--- src/rtl/core/tjpq_pkg.sv ---
// Shared types and codes for the timed job priority queue.
// Holds operation and status codes, controller states and the control structs.
// No dependencies.
package tjpq_pkg;

   typedef enum logic [1:0] {
      OP_INSERT      = 2'd0,
      OP_POP         = 2'd1,
      OP_CANCEL_ID   = 2'd2,
      OP_CANCEL_KIND = 2'd3
   } op_type;

   typedef enum logic [1:0] {
      ST_OK        = 2'd0,
      ST_FULL      = 2'd1,
      ST_NOT_FOUND = 2'd2,
      ST_EMPTY     = 2'd3
   } status_type;

   typedef enum logic [1:0] {
      S_IDLE,
      S_SCAN,
      S_FINISH,
      S_RESULT
   } state_type;

   // Commands from the controller to the datapath.
   typedef struct packed {
      logic start;     // latch request, reset pass counters
      logic scan;      // stream stored entries through the compaction pass
      logic finish;    // write the trailing entry, settle count and status
      logic load_rsp;  // move the result into the output register
   } cmd_type;

   // Status from the datapath to the controller.
   typedef struct packed {
      logic scan_done; // every entry read and processed
   } stat_type;

endpackage

--- src/rtl/core/timed_job_priority_queue.sv ---
// Top level of the timed job priority queue.
// Joins the controller (tjpq_ctrl) and the datapath (tjpq_datapath); uses tjpq_pkg.
//
//   channel | direction | handshake            | payload
//   req_    | in        | req_valid/req_stall  | operation, job_id, job_kind, start_time
//   rsp_    | out       | rsp_valid/rsp_stall  | status, popped_*, next_time,
//           |           |                      | queue_size, removed_count
//
// Each request runs a compaction pass, which streams every stored entry once through
// the single read port of the entry memory and writes the survivors back in place;
// an insert dropped by a full queue skips the pass. The next request is accepted
// only once the result has moved into the output register.
// Reset clears the job count, the controller state and the result valid; the entry
// memory is not cleared.
// A finished result waits in the output register under rsp_stall while the next
// request is accepted and worked; that request's result holds until the slot frees.
module timed_job_priority_queue #(
   parameter int DEPTH     = 16,
   parameter int TIME_BITS = 32
) (
   input  logic        clock,
   input  logic        reset,
   input  logic        req_valid,
   output logic        req_stall,
   input  logic [1:0]  req_operation,
   input  logic [15:0] req_job_id,
   input  logic [7:0]  req_job_kind,
   input  logic [31:0] req_start_time,
   output logic        rsp_valid,
   input  logic        rsp_stall,
   output logic [1:0]  rsp_status,
   output logic [15:0] rsp_popped_id,
   output logic [7:0]  rsp_popped_kind,
   output logic [31:0] rsp_popped_time,
   output logic [31:0] rsp_next_time,
   output logic [4:0]  rsp_queue_size,
   output logic [4:0]  rsp_removed_count
);

   tjpq_pkg::cmd_type  cmd;
   tjpq_pkg::stat_type stat;

   // Sequence each request: accept, scan pass, finish, hand off the result.
   tjpq_ctrl u_ctrl (
      .clock     (clock),
      .reset     (reset),
      .req_valid (req_valid),
      .req_stall (req_stall),
      .rsp_valid (rsp_valid),
      .rsp_stall (rsp_stall),
      .stat      (stat),
      .cmd       (cmd)
   );

   // Hold the sorted jobs, compact or extend them, and register the result.
   tjpq_datapath #(
      .DEPTH     (DEPTH),
      .TIME_BITS (TIME_BITS)
   ) u_datapath (
      .clock             (clock),
      .reset             (reset),
      .cmd               (cmd),
      .stat              (stat),
      .req_operation     (req_operation),
      .req_job_id        (req_job_id),
      .req_job_kind      (req_job_kind),
      .req_start_time    (req_start_time),
      .rsp_status        (rsp_status),
      .rsp_popped_id     (rsp_popped_id),
      .rsp_popped_kind   (rsp_popped_kind),
      .rsp_popped_time   (rsp_popped_time),
      .rsp_next_time     (rsp_next_time),
      .rsp_queue_size    (rsp_queue_size),
      .rsp_removed_count (rsp_removed_count)
   );

endmodule

--- src/rtl/core/tjpq_ctrl.sv ---
// Controller state machine for the timed job priority queue.
// Sequences accept, scan pass, finish and result hand-off.
// Depends on tjpq_pkg.
module tjpq_ctrl (
   input  logic                clock,
   input  logic                reset,
   input  logic                req_valid,
   output logic                req_stall,
   output logic                rsp_valid,
   input  logic                rsp_stall,
   input  tjpq_pkg::stat_type  stat,
   output tjpq_pkg::cmd_type   cmd
);

   tjpq_pkg::state_type state_ff, state_in;
   logic                rsp_valid_ff, rsp_valid_in;
   logic                slot_free;

   assign slot_free = !rsp_valid_ff || !rsp_stall;

   always_ff @(posedge clock) begin
      if (reset) begin
         state_ff     <= tjpq_pkg::S_IDLE;
         rsp_valid_ff <= 1'b0;
      end else begin
         state_ff     <= state_in;
         rsp_valid_ff <= rsp_valid_in;
      end
   end

   // Next state
   always_comb begin
      state_in = state_ff;
      case (state_ff)
         tjpq_pkg::S_IDLE: begin
            if (req_valid) state_in = tjpq_pkg::S_SCAN;
         end
         tjpq_pkg::S_SCAN: begin
            if (stat.scan_done) state_in = tjpq_pkg::S_FINISH;
         end
         tjpq_pkg::S_FINISH: begin
            state_in = tjpq_pkg::S_RESULT;
         end
         tjpq_pkg::S_RESULT: begin
            if (slot_free) state_in = tjpq_pkg::S_IDLE;
         end
         default: state_in = tjpq_pkg::S_IDLE;
      endcase
   end

   // Outputs
   always_comb begin
      cmd          = '0;
      req_stall    = 1'b1;
      rsp_valid_in = rsp_valid_ff && rsp_stall;
      case (state_ff)
         tjpq_pkg::S_IDLE: begin
            req_stall = 1'b0;
            cmd.start = req_valid;
         end
         tjpq_pkg::S_SCAN: begin
            cmd.scan = 1'b1;
         end
         tjpq_pkg::S_FINISH: begin
            cmd.finish = 1'b1;
         end
         tjpq_pkg::S_RESULT: begin
            if (slot_free) begin
               cmd.load_rsp = 1'b1;
               rsp_valid_in = 1'b1;
            end
         end
         default: begin
            req_stall = 1'b1;
         end
      endcase
   end

   assign rsp_valid = rsp_valid_ff;

endmodule

--- src/rtl/core/tjpq_datapath.sv ---
// Datapath for the timed job priority queue: sorted entry memory,
// in-place compaction pass, request latch and result register.
// Depends on tjpq_pkg.
module tjpq_datapath #(
   parameter int DEPTH     = 16,
   parameter int TIME_BITS = 32
) (
   input  logic               clock,
   input  logic               reset,
   input  tjpq_pkg::cmd_type  cmd,
   output tjpq_pkg::stat_type stat,
   input  logic [1:0]         req_operation,
   input  logic [15:0]        req_job_id,
   input  logic [7:0]         req_job_kind,
   input  logic [31:0]        req_start_time,
   output logic [1:0]         rsp_status,
   output logic [15:0]        rsp_popped_id,
   output logic [7:0]         rsp_popped_kind,
   output logic [31:0]        rsp_popped_time,
   output logic [31:0]        rsp_next_time,
   output logic [4:0]         rsp_queue_size,
   output logic [4:0]         rsp_removed_count
);

   localparam int IW = $clog2(DEPTH);
   localparam int CW = $clog2(DEPTH + 1);

   typedef struct packed {
      logic [TIME_BITS-1:0] start_tick;
      logic [15:0]          job_id;
      logic [7:0]           job_kind;
   } entry_type;

   entry_type mem [DEPTH];
   entry_type rd_data_ff;

   tjpq_pkg::op_type op_ff, op_in;
   entry_type        req_ff, req_in;
   entry_type        carry_ff, carry_in;
   entry_type        popped_ff, popped_in;
   logic [CW-1:0]    held_ff, held_in;
   logic [CW-1:0]    rd_idx_ff, rd_idx_in;
   logic [CW-1:0]    wr_idx_ff, wr_idx_in;
   logic [CW-1:0]    removed_ff, removed_in;
   logic             rd_pend_ff, rd_pend_in;
   logic             flag_ff, flag_in;
   logic             drop_ff, drop_in;
   logic [TIME_BITS-1:0] head_ff, head_in;
   tjpq_pkg::status_type status_ff, status_in;

   logic [1:0]  rsp_status_ff;
   logic [15:0] rsp_popped_id_ff;
   logic [7:0]  rsp_popped_kind_ff;
   logic [31:0] rsp_popped_time_ff;
   logic [31:0] rsp_next_time_ff;
   logic [4:0]  rsp_queue_size_ff;
   logic [4:0]  rsp_removed_count_ff;

   logic [CW-1:0] limit;
   logic          issue;
   logic          rd_en;
   logic          mem_we;
   entry_type     mem_wdata;
   logic [CW-1:0] wr_final;
   logic [63:0]   req_time_wide;
   logic [63:0]   head_wide;
   logic [63:0]   popped_wide;
   logic [15:0]   held_wide;
   logic [15:0]   removed_wide;

   assign req_time_wide = 64'(req_start_time);
   assign limit         = drop_ff ? '0 : held_ff;
   assign issue         = rd_idx_ff < limit;
   assign stat.scan_done = !issue && !rd_pend_ff;
   assign wr_final      = (op_ff == tjpq_pkg::OP_INSERT) ? wr_idx_ff + CW'(1) : wr_idx_ff;

   always_ff @(posedge clock) begin
      if (rd_en) rd_data_ff <= mem[rd_idx_ff[IW-1:0]];
      if (mem_we) mem[wr_idx_ff[IW-1:0]] <= mem_wdata;
   end

   always_ff @(posedge clock) begin
      if (reset) begin
         held_ff    <= '0;
         rd_pend_ff <= 1'b0;
      end else begin
         held_ff    <= held_in;
         rd_pend_ff <= rd_pend_in;
      end
      op_ff      <= op_in;
      req_ff     <= req_in;
      carry_ff   <= carry_in;
      popped_ff  <= popped_in;
      rd_idx_ff  <= rd_idx_in;
      wr_idx_ff  <= wr_idx_in;
      removed_ff <= removed_in;
      flag_ff    <= flag_in;
      drop_ff    <= drop_in;
      head_ff    <= head_in;
      status_ff  <= status_in;
   end

   always_comb begin
      op_in      = op_ff;
      req_in     = req_ff;
      carry_in   = carry_ff;
      popped_in  = popped_ff;
      held_in    = held_ff;
      rd_idx_in  = rd_idx_ff;
      wr_idx_in  = wr_idx_ff;
      removed_in = removed_ff;
      rd_pend_in = 1'b0;
      flag_in    = flag_ff;
      drop_in    = drop_ff;
      head_in    = head_ff;
      status_in  = status_ff;
      rd_en      = 1'b0;
      mem_we     = 1'b0;
      mem_wdata  = rd_data_ff;

      if (cmd.start) begin
         op_in             = tjpq_pkg::op_type'(req_operation);
         req_in.start_tick = req_time_wide[TIME_BITS-1:0];
         req_in.job_id     = req_job_id;
         req_in.job_kind   = req_job_kind;
         rd_idx_in         = '0;
         wr_idx_in         = '0;
         flag_in           = 1'b0;
         drop_in           = (tjpq_pkg::op_type'(req_operation) == tjpq_pkg::OP_INSERT)
                             && (held_ff == CW'(DEPTH));
      end

      if (cmd.scan) begin
         // Issue the next read while the previous entry is processed.
         rd_en      = issue;
         rd_pend_in = issue;
         if (issue) rd_idx_in = rd_idx_ff + CW'(1);

         if (rd_pend_ff) begin
            mem_we = 1'b1;
            case (op_ff)
               tjpq_pkg::OP_INSERT: begin
                  carry_in = rd_data_ff;
                  if (!flag_ff && (req_ff.start_tick < rd_data_ff.start_tick)) begin
                     mem_wdata = req_ff;
                     flag_in   = 1'b1;
                  end else if (flag_ff) begin
                     mem_wdata = carry_ff;
                  end
               end
               tjpq_pkg::OP_POP: begin
                  if (!flag_ff) begin
                     popped_in = rd_data_ff;
                     flag_in   = 1'b1;
                     mem_we    = 1'b0;
                  end
               end
               tjpq_pkg::OP_CANCEL_ID: begin
                  if (!flag_ff && (rd_data_ff.job_id == req_ff.job_id)) begin
                     flag_in = 1'b1;
                     mem_we  = 1'b0;
                  end
               end
               tjpq_pkg::OP_CANCEL_KIND: begin
                  if (rd_data_ff.job_kind == req_ff.job_kind) mem_we = 1'b0;
               end
               default: mem_we = 1'b0;
            endcase
         end
      end

      if (cmd.finish) begin
         // Append the trailing entry of an insert: the new job or the carry.
         if ((op_ff == tjpq_pkg::OP_INSERT) && !drop_ff) begin
            mem_we    = 1'b1;
            mem_wdata = flag_ff ? carry_ff : req_ff;
         end
         if (!drop_ff) held_in = wr_final;
         removed_in = (op_ff == tjpq_pkg::OP_INSERT) ? '0 : held_ff - wr_final;
         case (op_ff)
            tjpq_pkg::OP_INSERT:    status_in = drop_ff ? tjpq_pkg::ST_FULL : tjpq_pkg::ST_OK;
            tjpq_pkg::OP_POP:       status_in = (held_ff == '0) ? tjpq_pkg::ST_EMPTY
                                                                : tjpq_pkg::ST_OK;
            tjpq_pkg::OP_CANCEL_ID: status_in = flag_ff ? tjpq_pkg::ST_OK
                                                        : tjpq_pkg::ST_NOT_FOUND;
            default:                status_in = tjpq_pkg::ST_OK;
         endcase
      end

      // Track the head time as the entry written at position zero.
      if (mem_we) begin
         wr_idx_in = wr_idx_ff + CW'(1);
         if (wr_idx_ff == '0) head_in = mem_wdata.start_tick;
      end
   end

   assign head_wide    = 64'(head_ff);
   assign popped_wide  = 64'(popped_ff.start_tick);
   assign held_wide    = 16'(held_ff);
   assign removed_wide = 16'(removed_ff);

   always_ff @(posedge clock) begin
      if (cmd.load_rsp) begin
         rsp_status_ff        <= status_ff;
         rsp_next_time_ff     <= (held_ff != '0) ? head_wide[31:0] : 32'd0;
         rsp_queue_size_ff    <= held_wide[4:0];
         rsp_removed_count_ff <= removed_wide[4:0];
         if ((op_ff == tjpq_pkg::OP_POP) && flag_ff) begin
            rsp_popped_id_ff   <= popped_ff.job_id;
            rsp_popped_kind_ff <= popped_ff.job_kind;
            rsp_popped_time_ff <= popped_wide[31:0];
         end else begin
            rsp_popped_id_ff   <= '0;
            rsp_popped_kind_ff <= '0;
            rsp_popped_time_ff <= '0;
         end
      end
   end

   assign rsp_status        = rsp_status_ff;
   assign rsp_popped_id     = rsp_popped_id_ff;
   assign rsp_popped_kind   = rsp_popped_kind_ff;
   assign rsp_popped_time   = rsp_popped_time_ff;
   assign rsp_next_time     = rsp_next_time_ff;
   assign rsp_queue_size    = rsp_queue_size_ff;
   assign rsp_removed_count = rsp_removed_count_ff;

endmodule
--- config.mk ---
export PLATFORM = sky130hd
export DESIGN_NAME = timed_job_priority_queue
export DESIGN_NICKNAME = d
export VERILOG_FILES = /design/src/rtl/core/tjpq_pkg.sv /design/src/rtl/core/timed_job_priority_queue.sv /design/src/rtl/core/tjpq_ctrl.sv /design/src/rtl/core/tjpq_datapath.sv
export SDC_FILE = /design/constraint.sdc
export NUM_CORES = 1
export LEC_CHECK = 0
export BUFFER_PORTS_ARGS = -buffer_cell sky130_fd_sc_hd__buf_2
export CORE_ASPECT_RATIO = 0.8
export CORE_MARGIN = 8
export CORE_UTILIZATION = 45
export CTS_CLUSTER_SIZE = 30
export DETAILED_ROUTE_END_ITERATION = 12
export GPL_TIMING_DRIVEN = 0
export MAX_ROUTING_LAYER = met4
export PLACE_DENSITY_LB_ADDON = 0.2
export SLEW_MARGIN = 5
export SYNTH_ARGS = -nofsm -noshare
export SYNTH_HDL_FRONTEND = slang
export SYNTH_HIERARCHICAL = 1
export SYNTH_SLANG_ARGS = --single-unit
--- constraint.sdc ---
create_clock -name clock -period 10.5 [get_ports clock]
set_input_delay 1.575 -clock clock [delete_from_list [all_inputs] [get_ports clock]]
set_output_delay 1.575 -clock clock [all_outputs]
set_load 0.01 [all_outputs]
# == Yosys cells after proc, flatten, opt, wreduce, memory -nomap -nowiden ==
# Memories as Yosys holds them, arrays and structs flattened. A register that Yosys moved wholly into a read port is not among the register bits.
# Cells that the tools add are included.
# W data, S select, Z words.
# totals
inputBits,62
mem_bits_rw,896
ff_bits,330
word_cells,123
mem_count,1
out_inout_bits,102
# op_classes
n_addsub,3
n_eq_ne,12
muxes,49
n_bitwise,2
n_reduce_logical,26
magnitude_cmp,2
# memory_table
memory,words,width,read_ports,rd_clocked_by_memory_dff,write_ports,line,rtl
u_datapath.mem,16,56,1,1,1,tjpq_datapath.sv:34,entry_type mem [DEPTH];
# ops
cell,count
$mux W56,8
$mux W5,7
$lt A32 B32 Y1,1
$mux W1,25
$eq A16 B16 Y1,1
$add A5 B1 Y5 const B,2
$logic_not A5 Y1,2
$mux W2,5
$eq A2 B2 Y1 const B,4
$eq A8 B8 Y1,1
$pmux W2 S4,1
$logic_and A1 B1 Y1,7
$logic_not A1 Y1,6
$logic_not A2 Y1,3
$pmux W1 S3,2
$pmux W2 S3,1
$reduce_and A3 Y1,2
$eq A5 B5 Y1 const B,1
$lt A5 B5 Y1,1
$reduce_bool A5 Y1,1
$sub A5 B5 Y5,1
$eq A2 B1 Y1 const B,2
$ne A2 B2 Y1 const B,2
$reduce_and A2 Y1,2
other kinds (5),6

# == Depth between registers and ports, before layout ==
# Gate-level depths: netlist of the first run.
# logic_depth
ltp_word,10
depth_mapped,12
ltp_nobuf,10

# == Modules after synthesis ==
# Netlist of the first run, hierarchy kept.
# by_module_without_submodules
module,cells_per_inst,seq_area_each_um2,area_per_inst_um2,n_inst
tjpq_datapath,2418,38286.7,49980.4,1
tjpq_ctrl,24,60.1,222.7,1

# == Worst setup path after synthesis of the first run ==
# No wires, ideal clock.
# synth_path
path_type,input to register
startpoint,input port rsp_stall
endpoint,"register u_datapath.rsp_next_time_ff[0], in the netlist u_datapath/rsp_next_time[0] (enable)"
required_time_ns,9.788
setup_ns,0.712
path_slack_ns,1.000
cell_stages,1
n_path_buf,0
t_arrival_ns,8.788
path_cell_list,a21boi_0
# synth_between
elab_chain_len,4
# synth_lines
item,line,rtl
start: declaration,timed_job_priority_queue.sv:30,"input logic rsp_stall,"
$logic_not A1 Y1,tjpq_ctrl.sv:19,assign slot_free = !rsp_valid_ff || !rsp_stall;
$logic_or A1 B1 Y1,tjpq_ctrl.sv:19,
$mux W1,tjpq_ctrl.sv:68,if (slot_free) begin
$mux W1,tjpq_ctrl.sv:56,case (state_ff)
end signal: assignment,tjpq_datapath.sv:205,rsp_next_time_ff <= (held_ff != '0) ? head_wide[31:0] : 32'd0;
end: declaration,tjpq_datapath.sv:55,logic [31:0] rsp_next_time_ff;
# Every way passes these cells.
# A chain may end at the register's enable or synchronous reset.

==> impl_metrics.tcl, run 1 <==
set metrics [dict create \
    status "completed" \
    hold_path_class "flip-flop to flip-flop" \
    rows 109 \
    syn2layout_area_growth_pct 16.7 \
    grt_max_degree 49 \
    period_share_pct 46.1 \
    io_pins 164 \
    powerDensity_mw_per_mm2 222 \
    whs_path_depth 1 \
    cp.arrival_ns 5.20 \
    r2r_start "u_datapath/op_ff[0]" \
    end_kind "flip-flop" \
    synth-seq-area-share_pct 76.4 \
    vdd_drop_max_mv 0.176 \
    synth_edf_count 1267 \
    grt_pass1_wl_mm 187 \
    cpLargestDelayFamily "buffers and inverters" \
    dr.pass1.iters 6 \
    max_cap_violations 0 \
    dp_hpwl_mm 84.7 \
    drc 0 \
    grt_overflow 0 \
    worst_pin_slew_ns 1.36 \
    cts.repair.resized 0 \
    placedCellCount 4212 \
    period_needed_ns 4.84 \
    async_flop_share_pct 0 \
    die_y_um 315 \
    total_power_mw 13.0 \
    max_stage_delay_ns 1.16 \
    placed_cell_area_mm2 0.0543 \
    grt_pass1_vias 26651 \
    critPathSlowestCell "o21ai_1" \
    syn_nets 2554 \
    critPathBufInv 5 \
    synthFlopType "edfxtp_1" \
    post_cts.repair.setup_buffers 0 \
    cp_max_fo 41 \
    gp_congestion 0.794 \
    wl_per_cell_um 29.4 \
    die_x_um 389 \
    drtAntennaViolNets 0 \
    drv_slew 0 \
    viasPerCell 5.86 \
    setup_violations 0 \
    initial_utilization_pct 45.4 \
    criticalPathCategory "flip-flop to flip-flop" \
    rr_worst_depth 9 \
    crit_start "u_datapath/op_ff[0]" \
    nNetsFinal 2963 \
    cp.required_ns 10.85 \
    antenna_found_initial 9 \
    hp-start "u_datapath/rd_idx_ff[4]" \
    clk_pin_slew_ns 0.06 \
    max_freq_mhz 207 \
    final_area_mm2 0.0586 \
    rsz0062_at_grt "no" \
    yosys_warnings 6 \
    layout-drive-gt1-share_pct 27.4 \
    hold_viol 0 \
    clkLatencyLatePin_ns 0.76 \
    setup_tns_ns 0 \
    vias 26110 \
    crit_top_cell "clkbuf_1" \
    synthesis.area_mm2 0.0502 \
    hold_buffers 0 \
    clk_path_buf_depth 3 \
    leakage_nw 18.8 \
    timing.critical_path.from_type "flip-flop" \
    n_fill_cell 8495 \
    relSlewSlack_pct 8.56 \
    cts_sinks 1282 \
    syn_inst 2442 \
    min_to "u_datapath/rd_idx_ff[4]" \
    gr-usage-all-layers_pct 21.8 \
    synth_seq_cells 1282 \
    core_mm2 0.111 \
    tritoncts "built" \
    drtIter0Drc 2763 \
    final_cells 4455 \
    worstReg2RegEnd "u_datapath/mem[14][30]" \
    dieArea_mm2 0.123 \
    skew_ns 0.0302 \
    port-buffer-count 163 \
    syn_avg_cell_area_um2 20.6 \
    h-tree-depth 4 \
    worstPathCellList "clkbuf_1 -> nor2_1 -> nand2_1 -> inv_4 -> buf_16 -> nand2_1 -> clkbuf_1 -> clkbuf_1 -> o21ai_1" \
    cts_root_buffer "clkbuf_16" \
    numCtsBuffers 130 \
    finalWirelength_mm 131 \
    synth_cell_type_count 56 \
    ff2ff_setup_slack_ns 5.66 \
]
[report_power, final]
part	switching [mW]	internal (mW)
logic	1.30	0.904
clock network	1.94	2.69
registers	0.150	6.04
total	3.39	9.64
[per-stage QoR]
step | hold WS, ns | setup slack, ns | util (%)
5_1_grt | 0.519 | 5.50 | 53.0
4_1_cts | 0.486 | 5.51 | 52.9
3_3_place_gp | 0.471 | -6.26 | 47.8
2_1_floorplan | 0.400 | 1.00 | -
3_5_place_dp | 0.472 | 5.53 | 49.1
6_report | 0.488 | 5.66 | 53.0
[cells by family (layout without fill, tap and decap cells)]
family	Yosys count	in the layout	share of synthesized area, %
XOR/XNOR	34	34	0.593
buffers and inverters	167	680	1.35
multiplexers	389	389	14.8
adder cells (fa/ha/maj)	50	50	1.26
other	0	2	0
AO/OA/AOI/OAI	234	234	2.51
flip-flops	1282	1282	76.4
AND/OR/NAND/NOR	286	286	3.11
[synthesized netlist by cell type (all sizes together), types with 15 or more instances]
cell    instances  area (um^2)
nor2b          38          238
nand2          47          176
dfxtp          15          300
nand2b         42          263
and2           65          407
mux2           25          282
a21oi         106          531
o21ai         101          505
ha             49          613
inv            46          173
edfxtp       1267        38000
buf            36          183
clkbuf         85          320
nor2           51          191
xnor2          23          201
mux2i          84          841
mux4          280         6310
[state kept, by name, summed over array words and instances, names as in the netlist, 2 cells and up]
name                          flops
u_datapath/rsp_next_time         32
u_datapath/rsp_removed_count      5
u_datapath/popped_ff             56
u_datapath/removed_ff             5
u_datapath/head_ff               32
u_datapath/rsp_status             2
u_datapath/held_ff                5
u_datapath/op_ff                  2
u_datapath/rsp_popped_id         16
u_datapath/rsp_popped_kind        8
u_datapath/wr_idx_ff              5
u_datapath/rd_data_ff            56
u_datapath/status_ff              2
u_datapath/req_ff                56
u_datapath/rd_idx_ff              5
u_datapath/rsp_popped_time       32
u_datapath/mem                  896
u_ctrl/state_ff                   2
u_datapath/rsp_queue_size         5
u_datapath/carry_ff              56
[cells in the final DEF, fill, tap and decap left out, types with 47 or more instances in the layout]
master     synthesis  layout
mux2i_1           84      84
nor2_1            51      49
a21oi_1          106     106
buf_2              8     172
clkbuf_16          0     134
o21ai_1           30      53
edfxtp_1        1267    1267
mux4_2           280     280
nand2_1           47      47
ha_1              49      49
clkbuf_1          84     110
and2_1            65      57
buf_4              2      66
[cell type report]
class                   instances  area (um^2)  area share (%)
diodes                          2         5.00         0.00854
flip-flops and latches       1282        38300            65.5
clock buffers                 161         3450            5.90
multi-input cells             993        11300            19.3
inverters                      46          178           0.303
clock inverters                75          781            1.33
plain buffers                 121          505           0.863
repair buffers                277         2150            3.66
well taps                    1498         1870            3.20
[worst max-delay path by stage]
stage                                        to  depth (start not counted)
global placement          u_datapath/mem[1][50]                          6
finish                   u_datapath/mem[14][30]                          9
floorplan           u_datapath/rsp_next_time[0]                          1
detailed placement        u_datapath/mem[6][15]                          9
global route             u_datapath/mem[12][44]                          9
CTS                      u_datapath/mem[14][15]                          9
[routing by layer]
layer / vias up / share of wire, % / GRT usage (%)
met2: 1232 / 47 / 33.7
met3: 222 / 8.5 / 4.10
met5: - / 0 / -
met1: 13877 / 42 / 30.0
li1: 10779 / - / -
met4: 0 / 2.4 / 6.23
No activity file was read; power rests on OpenSTA's default activity.
==> inputs of run 2 (changes only) <==
--- a/config.mk
+++ b/config.mk
@@ -5,6 +5,7 @@
 export SDC_FILE = /design/constraint.sdc
 export NUM_CORES = 1
 export LEC_CHECK = 0
+export ABC_AREA = 1
 export BUFFER_PORTS_ARGS = -buffer_cell sky130_fd_sc_hd__buf_2
 export CORE_ASPECT_RATIO = 0.8
 export CORE_MARGIN = 8
==> constraint.sdc (replaced) <==
create_clock -name clock -period 4.8 [get_ports clock]
set_input_delay 0.72 -clock clock [delete_from_list [all_inputs] [get_ports clock]]
set_output_delay 0.72 -clock clock [all_outputs]
set_load 0.01 [all_outputs]
==> impl_metrics.tcl, run 2 <==
set metrics [dict create \
    synthMuxAreaShare_pct 0.0194 \
    use_met3_pct 6.33 \
    yosys-top-cells-count "edfxtp_1 (1267), nor2_1 (579), o21ai_0 (478), nand2_1 (372), inv_1 (233)" \
    dr.pass1.iters 6 \
    synthesis.area_mm2 0.0515 \
    wl_per_cell_um 25.1 \
    worstReg2RegEnd "u_datapath/mem[0][49]" \
    clkLatencyLatePin_ns 0.75 \
    vias 33510 \
    grt_pass1_vias 32779 \
    drtAntennaViolNets 0 \
    grt.met2_usage_pct 35.2 \
    max_stage_delay_ns 0.90 \
    dieArea_mm2 0.126 \
    dp_hpwl_mm 107 \
    synth_compound_area_share_pct 12.0 \
    crit_start "u_ctrl/state_ff[0]" \
    max_freq_mhz 263 \
    period_share_pct 79.1 \
    cts_sinks 1282 \
    synth_cell_type_count 42 \
    synth.top_cell.area_share_pct 73.8 \
    rows 111 \
    hold_viol 0 \
    hold_buffers 0 \
    gp_congestion 0.872 \
    synth_edf_count 1267 \
    cp_max_fo 17 \
    numCtsBuffers 133 \
    drtIter0Drc 3730 \
    cts_root_buffer "clkbuf_16" \
    synth_top_family_by_area "compound AO/OA/AOI/OAI gates" \
    use_met1_pct 32.5 \
    grt_max_degree 63 \
    grt.busiest_layer "met2" \
    layout-drive-gt1-share_pct 13.1 \
    cts.repair.resized 0 \
    synth-xor-area-share_pct 0.238 \
    port-buffer-count 163 \
    powerDensity_mw_per_mm2 528 \
    antenna_found_initial 8 \
    setup_violations 0 \
    status "completed" \
    synth_fa_ha_area_share_pct 1.23 \
    core_mm2 0.114 \
    power.share.sequential_pct 43.9 \
    synth.most_common_cell "edfxtp_1" \
    die_x_um 394 \
    whs_path_depth 1 \
    syn_avg_cell_area_um2 13.1 \
    h-tree-depth 4 \
    seq_area_mm2 0.0383 \
    post_cts.repair.setup_buffers 0 \
    largest_reg_flops 896 \
    min_to "u_datapath/req_ff[13]" \
    vdd_drop_max_mv 0.385 \
    skew_ns 0.0307 \
    p_int_mw 21.2 \
    io_pins 164 \
    clk_path_buf_depth 3 \
    yosys-top-cells-area "edfxtp_1 (74%), o21ai_0 (4.6%), nor2_1 (4.2%), nand2_1 (2.7%), inv_1 (1.7%)" \
    finalWirelength_mm 149 \
    timing.critical_path.from_type "flip-flop" \
    end_kind "flip-flop" \
    period_needed_ns 3.80 \
    syn_nets 4050 \
    max_cap_violations 0 \
    cpLargestDelayFamily "buffers and inverters" \
    initial_utilization_pct 45.2 \
    clk_pin_slew_ns 0.06 \
    multiInputGateArea_mm2 0.0116 \
    switching_share_pct 33.0 \
    n_fill_cell 9600 \
    final_cell_mix "edfxtp_1 (1267), nor2_1 (563), o21ai_0 (478), nand2_1 (372), inv_1 (231)" \
    final_common_cell "edfxtp_1" \
    drv_slew 0 \
    drc 0 \
    cp.required_ns 5.18 \
    worstPathCellList "inv_1 -> ha_1 -> nand2_1 -> nor2_1 -> buf_2 -> clkbuf_1 -> a21oi_1 -> a21oi_2" \
    tritoncts "built" \
    fin_util_pct 52.6 \
    nNetsFinal 4419 \
    hp-start "req_job_id[5]" \
    synthFlopType "edfxtp_1" \
    rr_worst_depth 8 \
    synth_seq_cells 1282 \
    switching_power_mw 10.4 \
    ff2ff_setup_slack_ns 1.00 \
    gr-usage-all-layers_pct 23.8 \
    rsz0062_at_grt "no" \
    pre_cts_ws_ns 0.744 \
    comb_power_share_pct 24.7 \
    worst_pin_slew_ns 1.42 \
    synth-seq-area-share_pct 74.4 \
    clkPwrFrac_pct 31.3 \
    r2r_start "u_ctrl/state_ff[0]" \
    async_flop_share_pct 0 \
    synth-simple-area-share_pct 8.40 \
    grt_pass1_wl_mm 218 \
    relSlewSlack_pct 5.35 \
    synth.largest_area_cell "edfxtp_1" \
    grt_overflow 0 \
    fin_ws_ns 1.00 \
    leakage_nw 20.7 \
    critPathBufInv 3 \
    syn_inst 3938 \
    hold_path_class "primary input to flip-flop" \
    cp.arrival_ns 4.17 \
    die_y_um 319 \
    yosys_warnings 6 \
    criticalPathCategory "flip-flop to flip-flop" \
    viasPerCell 5.65 \
    syn2layout_area_growth_pct 16.3 \
    critPathSlowestCell "a21oi_2" \
]
==> run 2: cell count changes after synthesis, moves of 65 or more <==
cell | before | now
nor2_1 | 51 | 579
o21ai_0 | 71 | 478
nand2_1 | 47 | 372
mux4_2 | 280 | 0
inv_1 | 46 | 233
o22ai_1 | 1 | 139
nand3_1 | 7 | 122
clkbuf_1 | 84 | 180
o221ai_1 | 1 | 92
mux2i_1 | 84 | 1
and2_1 | 65 | 0
==> run 2: cell type report <==
class	instances	area share, %
flip-flops and latches	1282	64.0
multi-input cells	2175	19.3
clock buffers	175	5.95
repair buffers	234	3.46
well taps	1525	3.18
plain buffers	243	1.71
inverters	238	1.50
clock inverters	58	0.935
diodes	4	0.0167
==> run 2: per-stage QoR <==
stage	total power, mW	cell area, um^2	std cells	hold slack [ns]	setup TNS, ns
3_3_place_gp	21.5	54300	5626	0.403	-2121.79
2_1_floorplan	18.2	51500	3938	0.400	0
6_report	31.6	60000	5934	0.146	0
5_1_grt	32.9	59900	5930	0.109	0
3_5_place_dp	21.8	55800	5697	0.407	0
4_1_cts	31.7	59900	5930	0.0937	0
==> run 2: power by group through the flow <==
| stage | Combinational, mW | Clock [mW] | Sequential (mW) |
|---|---|---|---|
| after global routing | 8.46 | 10.5 | 13.9 |
| final | 7.82 | 9.91 | 13.9 |
| after detailed placement | 7.69 | 0 | 14.1 |
| after CTS | 7.72 | 10.1 | 13.9 |
| after global placement | 7.29 | 0 | 14.2 |
| after floorplan | 4.16 | 0 | 14.1 |
==> run 2: kinds of logic (layout without fill, tap and decap cells) <==
kind of cell    count (synthesis)  count (layout)
compound gates               1014            1014
xor+xnor                       14              14
fa+ha+maj                      50              50
buf+inv                       481             948
flops                        1282            1282
mux                             1               1
other cells                     0               4
simple gates                 1096            1096
==> run 2: worst max-delay path by stage <==
stage | endpoint | slack [ns] | cells after the start
floorplan | u_datapath/mem[10][0] | 0.55 | 8
global placement | u_datapath/mem[0][21] | -2.49 | 8
detailed placement | u_datapath/mem[5][28] | 0.74 | 8
CTS | u_datapath/head_ff[4] | 0.73 | 8
global route | u_datapath/head_ff[3] | 0.81 | 11
finish | u_datapath/mem[0][49] | 1.00 | 8
==> run 2: metal layers <==
layer  vias to the layer above  routed length [um]
li1                      15184                   -
met1                     16620               64300
met2                      1447               65600
met3                       259               15100
met4                         0                4030
met5                         -                   0
